==> src/sv/kda_pkg.sv <==
// kda_pkg: shared types and constants of the key debounce / auto-repeat block
// no dependencies; used by kda_step, the top, kda_tb_pkg and the testbench
`timescale 1ns / 1ps

package kda_pkg;

	localparam int CFG_IDX_W  = 3;
	localparam int CFG_DATA_W = 8;

	// configuration register indexes
	localparam logic [CFG_IDX_W-1:0] CFG_DOUBLE_GAP   = 3'd0;
	localparam logic [CFG_IDX_W-1:0] CFG_LONG_PRESS   = 3'd1;
	localparam logic [CFG_IDX_W-1:0] CFG_REPEAT_START = 3'd2;
	localparam logic [CFG_IDX_W-1:0] CFG_RATE_STEP    = 3'd3;
	localparam logic [CFG_IDX_W-1:0] CFG_PAUSE        = 3'd4;

	localparam logic [7:0] RST_DOUBLE_GAP   = 8'd16;
	localparam logic [7:0] RST_LONG_PRESS   = 8'd24;
	localparam logic [7:0] RST_REPEAT_START = 8'd40;
	localparam logic [7:0] RST_RATE_STEP    = 8'd48;
	localparam logic [7:0] RST_PAUSE        = 8'd64;

	// item function codes
	localparam logic [1:0] FUNC_SAMPLE = 2'd0;
	localparam logic [1:0] FUNC_PAUSE  = 2'd1;
	localparam logic [1:0] FUNC_KILL   = 2'd2;
	localparam logic [1:0] FUNC_NONE   = 2'd3;

	// event kinds
	localparam logic [1:0] EV_FIRST   = 2'd0;
	localparam logic [1:0] EV_LONG    = 2'd1;
	localparam logic [1:0] EV_REPEAT  = 2'd2;
	localparam logic [1:0] EV_RELEASE = 2'd3;

	// key modes
	localparam logic [4:0] MODE_OFF    = 5'd0;
	localparam logic [4:0] MODE_DIV1   = 5'd1;
	localparam logic [4:0] MODE_DIV2   = 5'd2;
	localparam logic [4:0] MODE_DIV4   = 5'd4;
	localparam logic [4:0] MODE_DIV8   = 5'd8;
	localparam logic [4:0] MODE_DIV16  = 5'd16;
	localparam logic [4:0] MODE_START  = 5'd17;
	localparam logic [4:0] MODE_DELAY  = 5'd18;
	localparam logic [4:0] MODE_PAUSE  = 5'd19;
	localparam logic [4:0] MODE_KILLED = 5'd20;

	// ticks below which a release from divisor 16 keeps the press count
	localparam logic [7:0] QUICK_RELEASE_TICKS = 8'd16;

	typedef struct packed {
		logic [7:0] double_gap;
		logic [7:0] long_press;
		logic [7:0] repeat_start;
		logic [7:0] rate_step;
		logic [7:0] pause;
	} kda_cfg_t;

	typedef struct packed {
		logic [4:0] mode;
		logic [7:0] tick;
		logic [7:0] dcnt;
	} kda_ctl_t;

	localparam int CTL_W = $bits(kda_ctl_t);

endpackage

==> src/sv/kda_if.sv <==
// kda_in_if / kda_out_if: valid/ready channels for sample words and event words
// depends on nothing
`timescale 1ns / 1ps

interface kda_in_if;
	logic       valid;
	logic       ready;
	logic [1:0] func;
	logic [3:0] key;
	logic       level;

	modport source (output valid, func, key, level, input ready);
	modport sink (input valid, func, key, level, output ready);
endinterface

interface kda_out_if;
	logic       valid;
	logic       ready;
	logic [1:0] event_kind;
	logic [3:0] event_key;
	logic [7:0] press_count;

	modport source (output valid, event_kind, event_key, press_count, input ready);
	modport sink (input valid, event_kind, event_key, press_count, output ready);
endinterface

==> src/sv/kda_ram.sv <==
// kda_ram: generic single-write, single-read RAM with registered read data
// depends on nothing
`timescale 1ns / 1ps

module kda_ram #(
	parameter int WIDTH = 8,
	parameter int DEPTH = 16,
	localparam int AW = (DEPTH > 1) ? $clog2(DEPTH) : 1
) (
	input  logic                  clk,
	input  logic                  we,
	input  logic [AW-1:0]         waddr,
	input  logic [WIDTH-1:0]      wdata,
	input  logic                  re,
	input  logic [AW-1:0]         raddr,
	output logic [WIDTH-1:0]      rdata
);
	logic [WIDTH-1:0] mem [DEPTH];

	always_ff @(posedge clk) begin
		if (we) begin
			mem[waddr] <= wdata;
		end
		if (re) begin
			rdata <= mem[raddr];
		end
	end
endmodule

==> src/sv/kda_step.sv <==
// kda_step: next-state and event logic for one key word
// depends on kda_pkg
`timescale 1ns / 1ps

module kda_step #(
	parameter int HISTORY_BITS = 8
) (
	input  kda_pkg::kda_cfg_t        cfg,
	input  logic [1:0]               func,
	input  logic                     level,
	input  logic [HISTORY_BITS-1:0]  hist_in,
	input  kda_pkg::kda_ctl_t        ctl_in,
	output logic [HISTORY_BITS-1:0]  hist_out,
	output kda_pkg::kda_ctl_t        ctl_out,
	output logic                     ev_valid,
	output logic [1:0]               ev_kind
);
	always_comb begin
		logic [HISTORY_BITS-1:0] h;
		logic [4:0] m;
		logic [7:0] c;
		logic [7:0] dc;
		logic [4:0] mask;
		h = {hist_in[HISTORY_BITS-2:0], level};
		m = ctl_in.mode;
		c = 8'(ctl_in.tick + 8'd1);
		dc = ctl_in.dcnt;
		ev_valid = 1'b0;
		ev_kind = kda_pkg::EV_FIRST;
		mask = 5'd0;

		unique case (func)
			kda_pkg::FUNC_PAUSE: begin
				hist_out = hist_in;
				ctl_out = '{mode: kda_pkg::MODE_PAUSE, tick: 8'd0, dcnt: ctl_in.dcnt};
			end
			kda_pkg::FUNC_KILL: begin
				hist_out = hist_in;
				ctl_out = '{mode: kda_pkg::MODE_KILLED, tick: ctl_in.tick, dcnt: 8'd0};
			end
			kda_pkg::FUNC_SAMPLE: begin
				// release
				if (m != kda_pkg::MODE_OFF && h == '0) begin
					if (m != kda_pkg::MODE_KILLED) begin
						ev_valid = 1'b1;
						ev_kind = kda_pkg::EV_RELEASE;
						if (!(m == kda_pkg::MODE_DIV16 && c < kda_pkg::QUICK_RELEASE_TICKS)) begin
							dc = 8'd0;
						end
					end
					c = 8'd0;
					m = kda_pkg::MODE_OFF;
				end
				unique case (m)
					kda_pkg::MODE_OFF: begin
						if (h == '1) begin
							m = kda_pkg::MODE_START;
							if (c > cfg.double_gap) begin
								dc = 8'd0;
							end
							c = 8'd0;
						end
					end
					kda_pkg::MODE_START: begin
						ev_valid = 1'b1;
						ev_kind = kda_pkg::EV_FIRST;
						dc = 8'(dc + 8'd1);
						m = kda_pkg::MODE_DELAY;
						c = 8'd0;
					end
					kda_pkg::MODE_DELAY: begin
						if (c == cfg.long_press) begin
							ev_valid = 1'b1;
							ev_kind = kda_pkg::EV_LONG;
						end
						if (c == cfg.repeat_start) begin
							m = kda_pkg::MODE_DIV16;
							c = 8'd0;
						end
					end
					kda_pkg::MODE_DIV1, kda_pkg::MODE_DIV2, kda_pkg::MODE_DIV4,
					kda_pkg::MODE_DIV8, kda_pkg::MODE_DIV16: begin
						if (m != kda_pkg::MODE_DIV1 && c >= cfg.rate_step) begin
							m = m >> 1;
							c = 8'd0;
						end
						mask = 5'(m - 5'd1);
						if ((c & {3'b000, mask}) == 8'd0) begin
							ev_valid = 1'b1;
							ev_kind = kda_pkg::EV_REPEAT;
						end
					end
					kda_pkg::MODE_PAUSE: begin
						if (c >= cfg.pause) begin
							m = kda_pkg::MODE_DIV8;
							c = 8'd0;
						end
					end
					default: begin
					end
				endcase
				hist_out = h;
				ctl_out = '{mode: m, tick: c, dcnt: dc};
			end
			default: begin
				hist_out = hist_in;
				ctl_out = ctl_in;
			end
		endcase
	end
endmodule

==> src/sv/key_debounce_autorepeat_top.sv <==
// key_debounce_autorepeat_top: per-key debounce and auto-repeat engine
// depends on kda_pkg, kda_if (channels), kda_ram, kda_step
`timescale 1ns / 1ps

// Takes one word per clock on in_ch and gives at most one event word per
// input word on out_ch; a word passes from the read stage registers into the
// output register, which holds its event. The per-key state (history, mode,
// tick count, press count) lives in one RAM of KEYS entries with a registered
// read: a word reads its key at acceptance and writes it back from the read
// stage, and a word for the key just written takes the written value from a
// bypass register. Per-key valid bits cleared by reset stand for the zero
// state, so no clearing pass is needed and words are taken right after reset.
// in_ch.ready drops only while the output register holds an unclaimed event.
// Configuration writes take effect on the next cycle.

module key_debounce_autorepeat_top #(
	parameter int KEYS         = 16,
	parameter int HISTORY_BITS = 8
) (
	input  logic                             clk,
	input  logic                             arst_n,
	input  logic                             cfg_wr_en,
	input  logic [kda_pkg::CFG_IDX_W-1:0]    cfg_index,
	input  logic [kda_pkg::CFG_DATA_W-1:0]   cfg_data,
	kda_in_if.sink                           in_ch,
	kda_out_if.source                        out_ch
);
	localparam int KEY_AW = (KEYS > 1) ? $clog2(KEYS) : 1;
	localparam int ENT_W  = HISTORY_BITS + kda_pkg::CTL_W;

	kda_pkg::kda_cfg_t cfg_q;

	logic              s1_vld_q;
	logic [1:0]        func_s1;
	logic [3:0]        key_s1;
	logic [KEY_AW-1:0] idx_s1;
	logic              level_s1;
	logic              ok_s1;

	logic              adv;
	logic              ram_we;
	logic [ENT_W-1:0]  rdata;
	logic [ENT_W-1:0]  cur;
	logic [ENT_W-1:0]  nxt;
	logic [KEYS-1:0]   vld_q;
	logic              fwd_vld_q;
	logic [KEY_AW-1:0] fwd_idx_q;
	logic [ENT_W-1:0]  fwd_data_q;

	logic [HISTORY_BITS-1:0] hist_cur;
	logic [HISTORY_BITS-1:0] hist_nxt;
	kda_pkg::kda_ctl_t       ctl_cur;
	kda_pkg::kda_ctl_t       ctl_nxt;
	logic                    ev_valid;
	logic [1:0]              ev_kind;

	logic       out_vld_q;
	logic [1:0] kind_q;
	logic [3:0] evkey_q;
	logic [7:0] pcnt_q;

	// configuration registers
	always_ff @(posedge clk or negedge arst_n) begin
		if (!arst_n) begin
			cfg_q <= '{double_gap: kda_pkg::RST_DOUBLE_GAP,
			           long_press: kda_pkg::RST_LONG_PRESS,
			           repeat_start: kda_pkg::RST_REPEAT_START,
			           rate_step: kda_pkg::RST_RATE_STEP,
			           pause: kda_pkg::RST_PAUSE};
		end else if (cfg_wr_en) begin
			unique case (cfg_index)
				kda_pkg::CFG_DOUBLE_GAP:   cfg_q.double_gap <= cfg_data;
				kda_pkg::CFG_LONG_PRESS:   cfg_q.long_press <= cfg_data;
				kda_pkg::CFG_REPEAT_START: cfg_q.repeat_start <= cfg_data;
				kda_pkg::CFG_RATE_STEP:    cfg_q.rate_step <= cfg_data;
				kda_pkg::CFG_PAUSE:        cfg_q.pause <= cfg_data;
				default: begin
				end
			endcase
		end
	end

	assign adv = !out_vld_q || out_ch.ready;
	assign in_ch.ready = adv;

	// read stage
	always_ff @(posedge clk or negedge arst_n) begin
		if (!arst_n) begin
			s1_vld_q <= 1'b0;
		end else if (adv) begin
			s1_vld_q <= in_ch.valid;
		end
	end

	always_ff @(posedge clk) begin
		if (adv && in_ch.valid) begin
			func_s1  <= in_ch.func;
			key_s1   <= in_ch.key;
			idx_s1   <= KEY_AW'(in_ch.key);
			level_s1 <= in_ch.level;
			ok_s1    <= (32'(in_ch.key) < KEYS) && (in_ch.func != kda_pkg::FUNC_NONE);
		end
	end

	kda_ram #(
		.WIDTH (ENT_W),
		.DEPTH (KEYS)
	) u_state_ram (
		.clk   (clk),
		.we    (ram_we),
		.waddr (idx_s1),
		.wdata (nxt),
		.re    (adv && in_ch.valid),
		.raddr (KEY_AW'(in_ch.key)),
		.rdata (rdata)
	);

	// entry select: bypass, stored, or never-written zero state
	always_comb begin
		if (fwd_vld_q && fwd_idx_q == idx_s1) begin
			cur = fwd_data_q;
		end else if (vld_q[idx_s1]) begin
			cur = rdata;
		end else begin
			cur = '0;
		end
	end

	assign hist_cur = cur[ENT_W-1 -: HISTORY_BITS];
	assign ctl_cur  = kda_pkg::kda_ctl_t'(cur[kda_pkg::CTL_W-1:0]);

	kda_step #(
		.HISTORY_BITS (HISTORY_BITS)
	) u_step (
		.cfg      (cfg_q),
		.func     (func_s1),
		.level    (level_s1),
		.hist_in  (hist_cur),
		.ctl_in   (ctl_cur),
		.hist_out (hist_nxt),
		.ctl_out  (ctl_nxt),
		.ev_valid (ev_valid),
		.ev_kind  (ev_kind)
	);

	assign nxt    = {hist_nxt, ctl_nxt};
	assign ram_we = adv && s1_vld_q && ok_s1;

	// valid bits and write bypass
	always_ff @(posedge clk or negedge arst_n) begin
		if (!arst_n) begin
			vld_q     <= '0;
			fwd_vld_q <= 1'b0;
		end else if (ram_we) begin
			vld_q[idx_s1] <= 1'b1;
			fwd_vld_q     <= 1'b1;
		end
	end

	always_ff @(posedge clk) begin
		if (ram_we) begin
			fwd_idx_q  <= idx_s1;
			fwd_data_q <= nxt;
		end
	end

	// output register
	always_ff @(posedge clk or negedge arst_n) begin
		if (!arst_n) begin
			out_vld_q <= 1'b0;
		end else if (adv) begin
			out_vld_q <= s1_vld_q && ok_s1 && ev_valid;
		end
	end

	always_ff @(posedge clk) begin
		if (adv && s1_vld_q) begin
			kind_q  <= ev_kind;
			evkey_q <= key_s1;
			pcnt_q  <= ctl_nxt.dcnt;
		end
	end

	assign out_ch.valid       = out_vld_q;
	assign out_ch.event_kind  = kind_q;
	assign out_ch.event_key   = evkey_q;
	assign out_ch.press_count = pcnt_q;

	a_out_from_stage: assert property (@(posedge clk) disable iff (!arst_n)
		$rose(out_vld_q) |-> $past(s1_vld_q && ok_s1))
		else $error("event word without a word in the read stage");

	a_bypass_tracks_write: assert property (@(posedge clk) disable iff (!arst_n)
		ram_we |=> (fwd_vld_q && fwd_idx_q == $past(idx_s1) && fwd_data_q == $past(nxt)))
		else $error("bypass register does not hold the last write");

	a_valid_after_write: assert property (@(posedge clk) disable iff (!arst_n)
		ram_we |=> vld_q[$past(idx_s1)])
		else $error("written key not marked valid");

endmodule

==> src/flat_wrapper.sv <==
// flat-port wrapper written by rule: the top's interface ports become plain ports
module key_debounce_autorepeat_top_flat 
#(
	parameter int KEYS         = 16,
	parameter int HISTORY_BITS = 8
)
  (clk, arst_n, cfg_wr_en, cfg_index, cfg_data, in_ch_valid, in_ch_func, in_ch_key, in_ch_level, in_ch_ready, out_ch_valid, out_ch_event_kind, out_ch_event_key, out_ch_press_count, out_ch_ready);
  kda_in_if in_ch_i ();
  kda_out_if out_ch_i ();
  input  logic clk;
  input  logic arst_n;
  input  logic cfg_wr_en;
  input  logic [kda_pkg::CFG_IDX_W-1:0] cfg_index;
  input  logic [kda_pkg::CFG_DATA_W-1:0] cfg_data;
  input wire logic [$bits(in_ch_i.valid)-1:0] in_ch_valid;
  input wire logic [$bits(in_ch_i.func)-1:0] in_ch_func;
  input wire logic [$bits(in_ch_i.key)-1:0] in_ch_key;
  input wire logic [$bits(in_ch_i.level)-1:0] in_ch_level;
  output wire logic [$bits(in_ch_i.ready)-1:0] in_ch_ready;
  output wire logic [$bits(out_ch_i.valid)-1:0] out_ch_valid;
  output wire logic [$bits(out_ch_i.event_kind)-1:0] out_ch_event_kind;
  output wire logic [$bits(out_ch_i.event_key)-1:0] out_ch_event_key;
  output wire logic [$bits(out_ch_i.press_count)-1:0] out_ch_press_count;
  input wire logic [$bits(out_ch_i.ready)-1:0] out_ch_ready;
  assign in_ch_i.valid = in_ch_valid;
  assign in_ch_i.func = in_ch_func;
  assign in_ch_i.key = in_ch_key;
  assign in_ch_i.level = in_ch_level;
  assign in_ch_ready = in_ch_i.ready;
  assign out_ch_valid = out_ch_i.valid;
  assign out_ch_event_kind = out_ch_i.event_kind;
  assign out_ch_event_key = out_ch_i.event_key;
  assign out_ch_press_count = out_ch_i.press_count;
  assign out_ch_i.ready = out_ch_ready;
  key_debounce_autorepeat_top #(.KEYS(KEYS), .HISTORY_BITS(HISTORY_BITS)) u_core (.clk(clk), .arst_n(arst_n), .cfg_wr_en(cfg_wr_en), .cfg_index(cfg_index), .cfg_data(cfg_data), .in_ch(in_ch_i), .out_ch(out_ch_i));
endmodule
==> config.mk <==
export PLATFORM = sky130hd
export DESIGN_NAME = key_debounce_autorepeat_top_flat
export DESIGN_NICKNAME = d
export VERILOG_FILES = /design/src/sv/kda_pkg.sv /design/src/sv/kda_if.sv /design/src/sv/kda_ram.sv /design/src/sv/kda_step.sv /design/src/sv/key_debounce_autorepeat_top.sv /design/src/flat_wrapper.sv
export SDC_FILE = /design/constraint.sdc
export NUM_CORES = 1
export LEC_CHECK = 0
export CAP_MARGIN = 5
export CORE_MARGIN = 1
export CORE_UTILIZATION = 55
export CTS_BUF_LIST = sky130_fd_sc_hd__clkbuf_4 sky130_fd_sc_hd__clkbuf_8
export CTS_CLUSTER_SIZE = 16
export DETAILED_ROUTE_END_ITERATION = 10
export DONT_BUFFER_PORTS = 1
export PLACE_DENSITY = 0.68
export SKIP_CTS_REPAIR_TIMING = 1
export SLEW_MARGIN = 20
export SYNTH_ARGS = -nofsm -noshare
export SYNTH_HDL_FRONTEND = slang
export SYNTH_SLANG_ARGS = --single-unit
==> constraint.sdc <==
create_clock -name clk -period 7.9 [get_ports clk]
set_clock_uncertainty 0.2 [all_clocks]
set_input_delay 0 -clock clk [delete_from_list [all_inputs] [get_ports clk]]
set_output_delay 0 -clock clk [all_outputs]
set_load 0.01 [all_outputs]
== Yosys cells after proc, flatten, opt, wreduce, memory -nomap -nowiden ==
Memories as Yosys holds them, arrays and structs flattened. A register that Yosys moved wholly into a read port is not among the register bits.
Cells that the tools add are included.
Storage, ports and cells
  register bits: 114
  memory bits (writable): 464
  input port bits: 23
  output and inout bits: 16
  logic and storage cells: 122
  memories kept: 1
Cells by class
  add/subtract/negate cells: 3
  $lt $le $gt $ge: 6
  eq/ne operators: 22
  mux-type cells: 46
  bitwise logic cells: 2
  reduce and logical (&&, ||, !) cells: 24
Memories
  u_core.u_state_ram.mem: depth 16, bits a word 29, read ports 1, clocked after memory_dff 1, write ports 1, RTL line kda_ram.sv:18  | logic [WIDTH-1:0] mem [DEPTH];
Operators by type and width (number)
  $mux W8: 15
  $pmux W21 S3: 1
  $mux W29: 2
  $mux W5: 8
  $pmux W8 S5: 1
  $eq A5 B5 Y1 const B: 5
  $pmux W5 S5: 1
  $add A8 B1 Y8 const B: 2
  $eq A8 B8 Y1: 2
  $ge A8 B8 Y1: 2
  $logic_not A8 Y1: 2
  $or A16 B16 Y16: 1
  $pmux W8 S2: 1
  $logic_and A1 B1 Y1: 10
  $reduce_and A2 Y1: 5
  $mux W1: 9
  $and A8 B5 Y8: 1
  $eq A8 B8 Y1 const B: 1
  $gt A8 B8 Y1: 1
  $lt A8 B5 Y1 const B: 1
  $mux W2: 4
  $eq A3 B2 Y1 const B: 2
  $pmux W2 S3: 1
  $eq A5 B1 Y1 const B: 1
  other kinds (24): 24

== Logic depth before layout (Yosys ltp) ==
  depth after elaboration: 20
  gate-level depth with buffers: 30
  gate-level depth less buffers: 26

== Modules after synthesis ==
Synthesis repeated with hierarchy kept, for this count alone.
Unflattened totals
  cells, all modules: 1415
  area, all modules: 25295.5 um^2
By module, submodules not included
  kda_ram: times used 1, cells an instance 761, area each 18322.6 um^2, sequential area each 14804.2 um^2
  key_debounce_autorepeat_top: times used 1, cells an instance 288, area each 4580.6 um^2, sequential area each 3138.0 um^2
  kda_step: times used 1, cells an instance 366, area each 2392.3 um^2, sequential area each 0.0 um^2

== Worst setup path before layout ==
Ideal clock, no wire load.
  path type: register to register
  start point: register, netlist name u_core.key_s1[3]
  end point: register u_core.kind_q[1], in the netlist u_core.out_ch.event_kind[1] (data pin)
  setup time: 0.270 ns
  arrival: 6.236 ns
  required time: 7.430 ns
  slack: 1.194 ns
  stages on the path, launching flop included: 31
  buffers on the path: 5
  clock period less this slack: 6.706 ns
  cell sequence: edfxtp_1 -> buf_2 -> xnor2_1 -> nand3_1 -> nor2_1 -> clkbuf_1 -> buf_1 -> clkbuf_1 -> buf_1 -> a22o_1 -> ha_1 -> inv_1 -> a221oi_1 -> nor3b_1 -> xor2_1 -> nor2_1 -> ha_1 -> and4_1 -> a21oi_1 -> o311ai_0 -> a31o_2 -> o21ai_1 -> mux2i_1 -> nand2_1 -> ha_1 -> nor2b_1 -> xnor2_1 -> o22ai_1 -> a221oi_1 -> o21ai_1 -> a21oi_1
RTL lines
  to (signal assigned): RTL line key_debounce_autorepeat_top.sv:178  | kind_q <= ev_kind;
  to (decl): RTL line key_debounce_autorepeat_top.sv:58  | logic [1:0] kind_q;

==> results.yml <==
synthesis:
  synth_edf_count: 530
  yosysTopAreaCell: "edfxtp_1"
  synthTopCellsByArea: "edfxtp_1 65%, mux4_2 13%, dfrtp_1 5.2%"
  postSynthAreaPerCell_um2: 18.7
  synthCells: 1302
  yosysUniqueCellTypes: 80
  synthFlopType: "edfxtp_1"
  syn_area_um2: 24300
  synth_mux_area_share_pct: 15.0
  synth_top_family_by_area: "multiplexers"
  ys_seq_area_share_pct: 71.6
  syn_nets: 1349
  synth_compound_area_share_pct: 5.06
  synth-async-reset-ratio_pct: 10.0
  synth_top_cell_area_share_pct: 65.4
  synth_seq_cells: 589
  synth-simple-area-share_pct: 4.59
  synth_warnings: 0
  synth_adder_area_share_pct: 1.32
  synth-xor-area-share_pct: 1.00
finish:
  final_nets: 1487
  layout_commonest_cell: "edfxtp_1"
  drive_gt1_share_pct: 28.6
  area_growth_pct: 14.3
  antennaDiodeCount: 0
  final_util_pct: 64.1
  layout_common_cells: "530 x edfxtp_1, 145 x mux4_2, 96 x clkbuf_8, 58 x nand2_1, 56 x dlygate4sd3_1"
  final_area_um2: 27800
clock_tree:
  clkTransAtPathRegs_ps: 60
  numCtsBuffers: 93
  cts_max_level: 3
  clock_latency_ps: 680
  cts_tree: "done"
  clkSinkCount: 589
  clockBufferDepth: 3
  cts_root_buf: "clkbuf_8"
grt:
  grt_util_all_layers_pct: 26.6
  antenna_found_initial: 2
  grt_max_degree: 114
  grt_pass1_wl_mm: 84.9
  grt_overflow_total: 0
  grt_pass1_vias: 13247
timing:
  setup_violations: 0
  relSlewSlack_pct: 29.6
  worst_pin_slew_ps: 1050
  clock.fmax_mhz: 145
  finalCritPeriodShare_pct: 87.3
  timing.final.crit_period_ps: 6890
  hold_violations: 0
  rsz0062_at_grt: "false"
  maxSlewViolCount: 0
  timing.final.ws_setup_ps: 1010
  fin_tns_setup_ps: 0
worst_setup_path:
  startpoint_type: "flip-flop"
  cp_max_fo: 18
  critPathKind: "reg2reg"
  end_kind: "flip-flop"
  arrival_ps: 7200
  cp.required_ps: 8210
place:
  dp_slack_ps: 1110
  dp_hpwl_mm: 32.0
  portBuffers: 0
  gp_congestion: 0.914
  placed_cell_area_um2: 25200
power:
  ir_worst_vdd_mv: 0.138
  leakage_uw: 0.00940
  p_per_area_nw_per_um2: 264
routing:
  route.met3.wl_mm: 3.83
  maxUsedRoutingLayer: "met4"
  drt_iter0_drc: 1349
  wl_met2_mm: 27.3
  drc: 1
  ant_nets: 0
  via_per_inst: 6.33
  m1WireLength_mm: 25.6
  finalWirelength_mm: 58.5
  vias: 13288
  routedWlPerCell_um: 27.9
  drtPass1Iterations: 8
die:
  start_util_pct: 56.1
  io_pins: 39
  placementRows: 76
  die_w_um: 212
  die_area_um2: 45100
  die_y_um: 212
  coreArea_um2: 43400
status:
  violations: "DRC"
  status: "finished with violations"
flow_run:
  cap_violations: 0
min_path:
  hp-class: "in2reg"
==> logic make-up (layout without fill, tap and decap cells) <==
logic type	after synthesis	count (layout)
compound gates	168	168
xor+xnor	27	27
fa+ha+maj	26	26
buf+inv	89	300
flops	589	589
mux	180	180
simple gates	223	223
==> path summary, 6_finish.rpt <==
path                                  start                           to  slack [ps]  cells past startpoint
min in group asynchronous            arst_n              u_core.cfg_q[1]         280                      4
min reg2reg                u_core.vld_q[10]             u_core.vld_q[10]         260                      1
max in group asynchronous            arst_n             u_core.cfg_q[12]        6870                      4
max                        u_core.key_s1[3]  u_core.out_ch.event_kind[1]        1010                     26
max reg2reg                u_core.key_s1[3]  u_core.out_ch.event_kind[1]        1010                     26
min                             cfg_data[4]              u_core.cfg_q[4]          20                      3
==> state kept, by name, indices dropped and copies added (netlist names), 8 cells and up <==
register and count:
u_core.cfg_q 40, u_core.fwd_data_q 28, u_core.out_ch.press_count 8, u_core.u_state_ram.mem 448, u_core.u_state_ram.rdata 28, u_core.vld_q 16
==> where the power goes <==
group          leakage (uW)  total, uW  internal, uW  switching [uW]
combinational       0.00284       1030           404             624
clock              0.000970       2560          1380            1180
sequential          0.00559       3770          3680            90.0
==> routing by layer <==
layer | GRT usage, % | up-vias
li1 | - | 5620
met1 | 38.3 | 7013
met2 | 41.2 | 542
met3 | 4.67 | 113
met4 | 9.53 | 0
met5 | 0 | -
==> per-stage QoR <==
step	std cells	power, uW	hold slack (ps)
6_report	2098	7350	17.1
2_1_floorplan	1302	4470	-496
5_1_grt	2098	7630	32.2
4_1_cts	2035	7280	-1240
3_3_place_gp	1867	4720	-495
3_5_place_dp	1867	4740	-494
==> final cells by class <==
class | count | area (um^2)
clock buffer | 121 | 1510
timing repair buffer | 98 | 996
multi-input combinational | 624 | 6720
sequential | 589 | 17400
tap | 585 | 732
clock inverter | 47 | 319
inverter | 34 | 130
fill | 3029 | 15600
==> cells in the mapped netlist (11+ instances only) <==
cell type	instances
edfxtp_1	530
mux4_2	145
nand2_1	58
nor2_1	55
dfrtp_1	51
inv_1	33
a21oi_1	32
clkbuf_1	31
mux2_2	28
o21ai_0	28
ha_1	24
or2_2	19
buf_1	18
nand3_1	16
a22oi_1	15
xor2_1	15
nor3_1	12
and3_1	11
xnor2_1	11
==> critical path: stages (launching register included) <==
cell	delay, ps
edfxtp_1	710
mux4_2	320
mux4_2	540
inv_4	130
o21ai_1	150
buf_4	180
ha_1	280
inv_1	90
a221oi_1	330
nor3b_1	290
xor2_1	350
nor2_1	210
ha_1	360
and4_1	190
nand2_1	80
o311ai_0	320
a31o_2	240
o21ai_1	180
mux2i_1	250
nand2_1	90
ha_1	260
nor2b_1	140
xnor2_1	140
o22ai_1	90
a221oi_1	260
o21ai_1	120
a21oi_1	210
No activity file was read; power rests on OpenSTA's default activity.
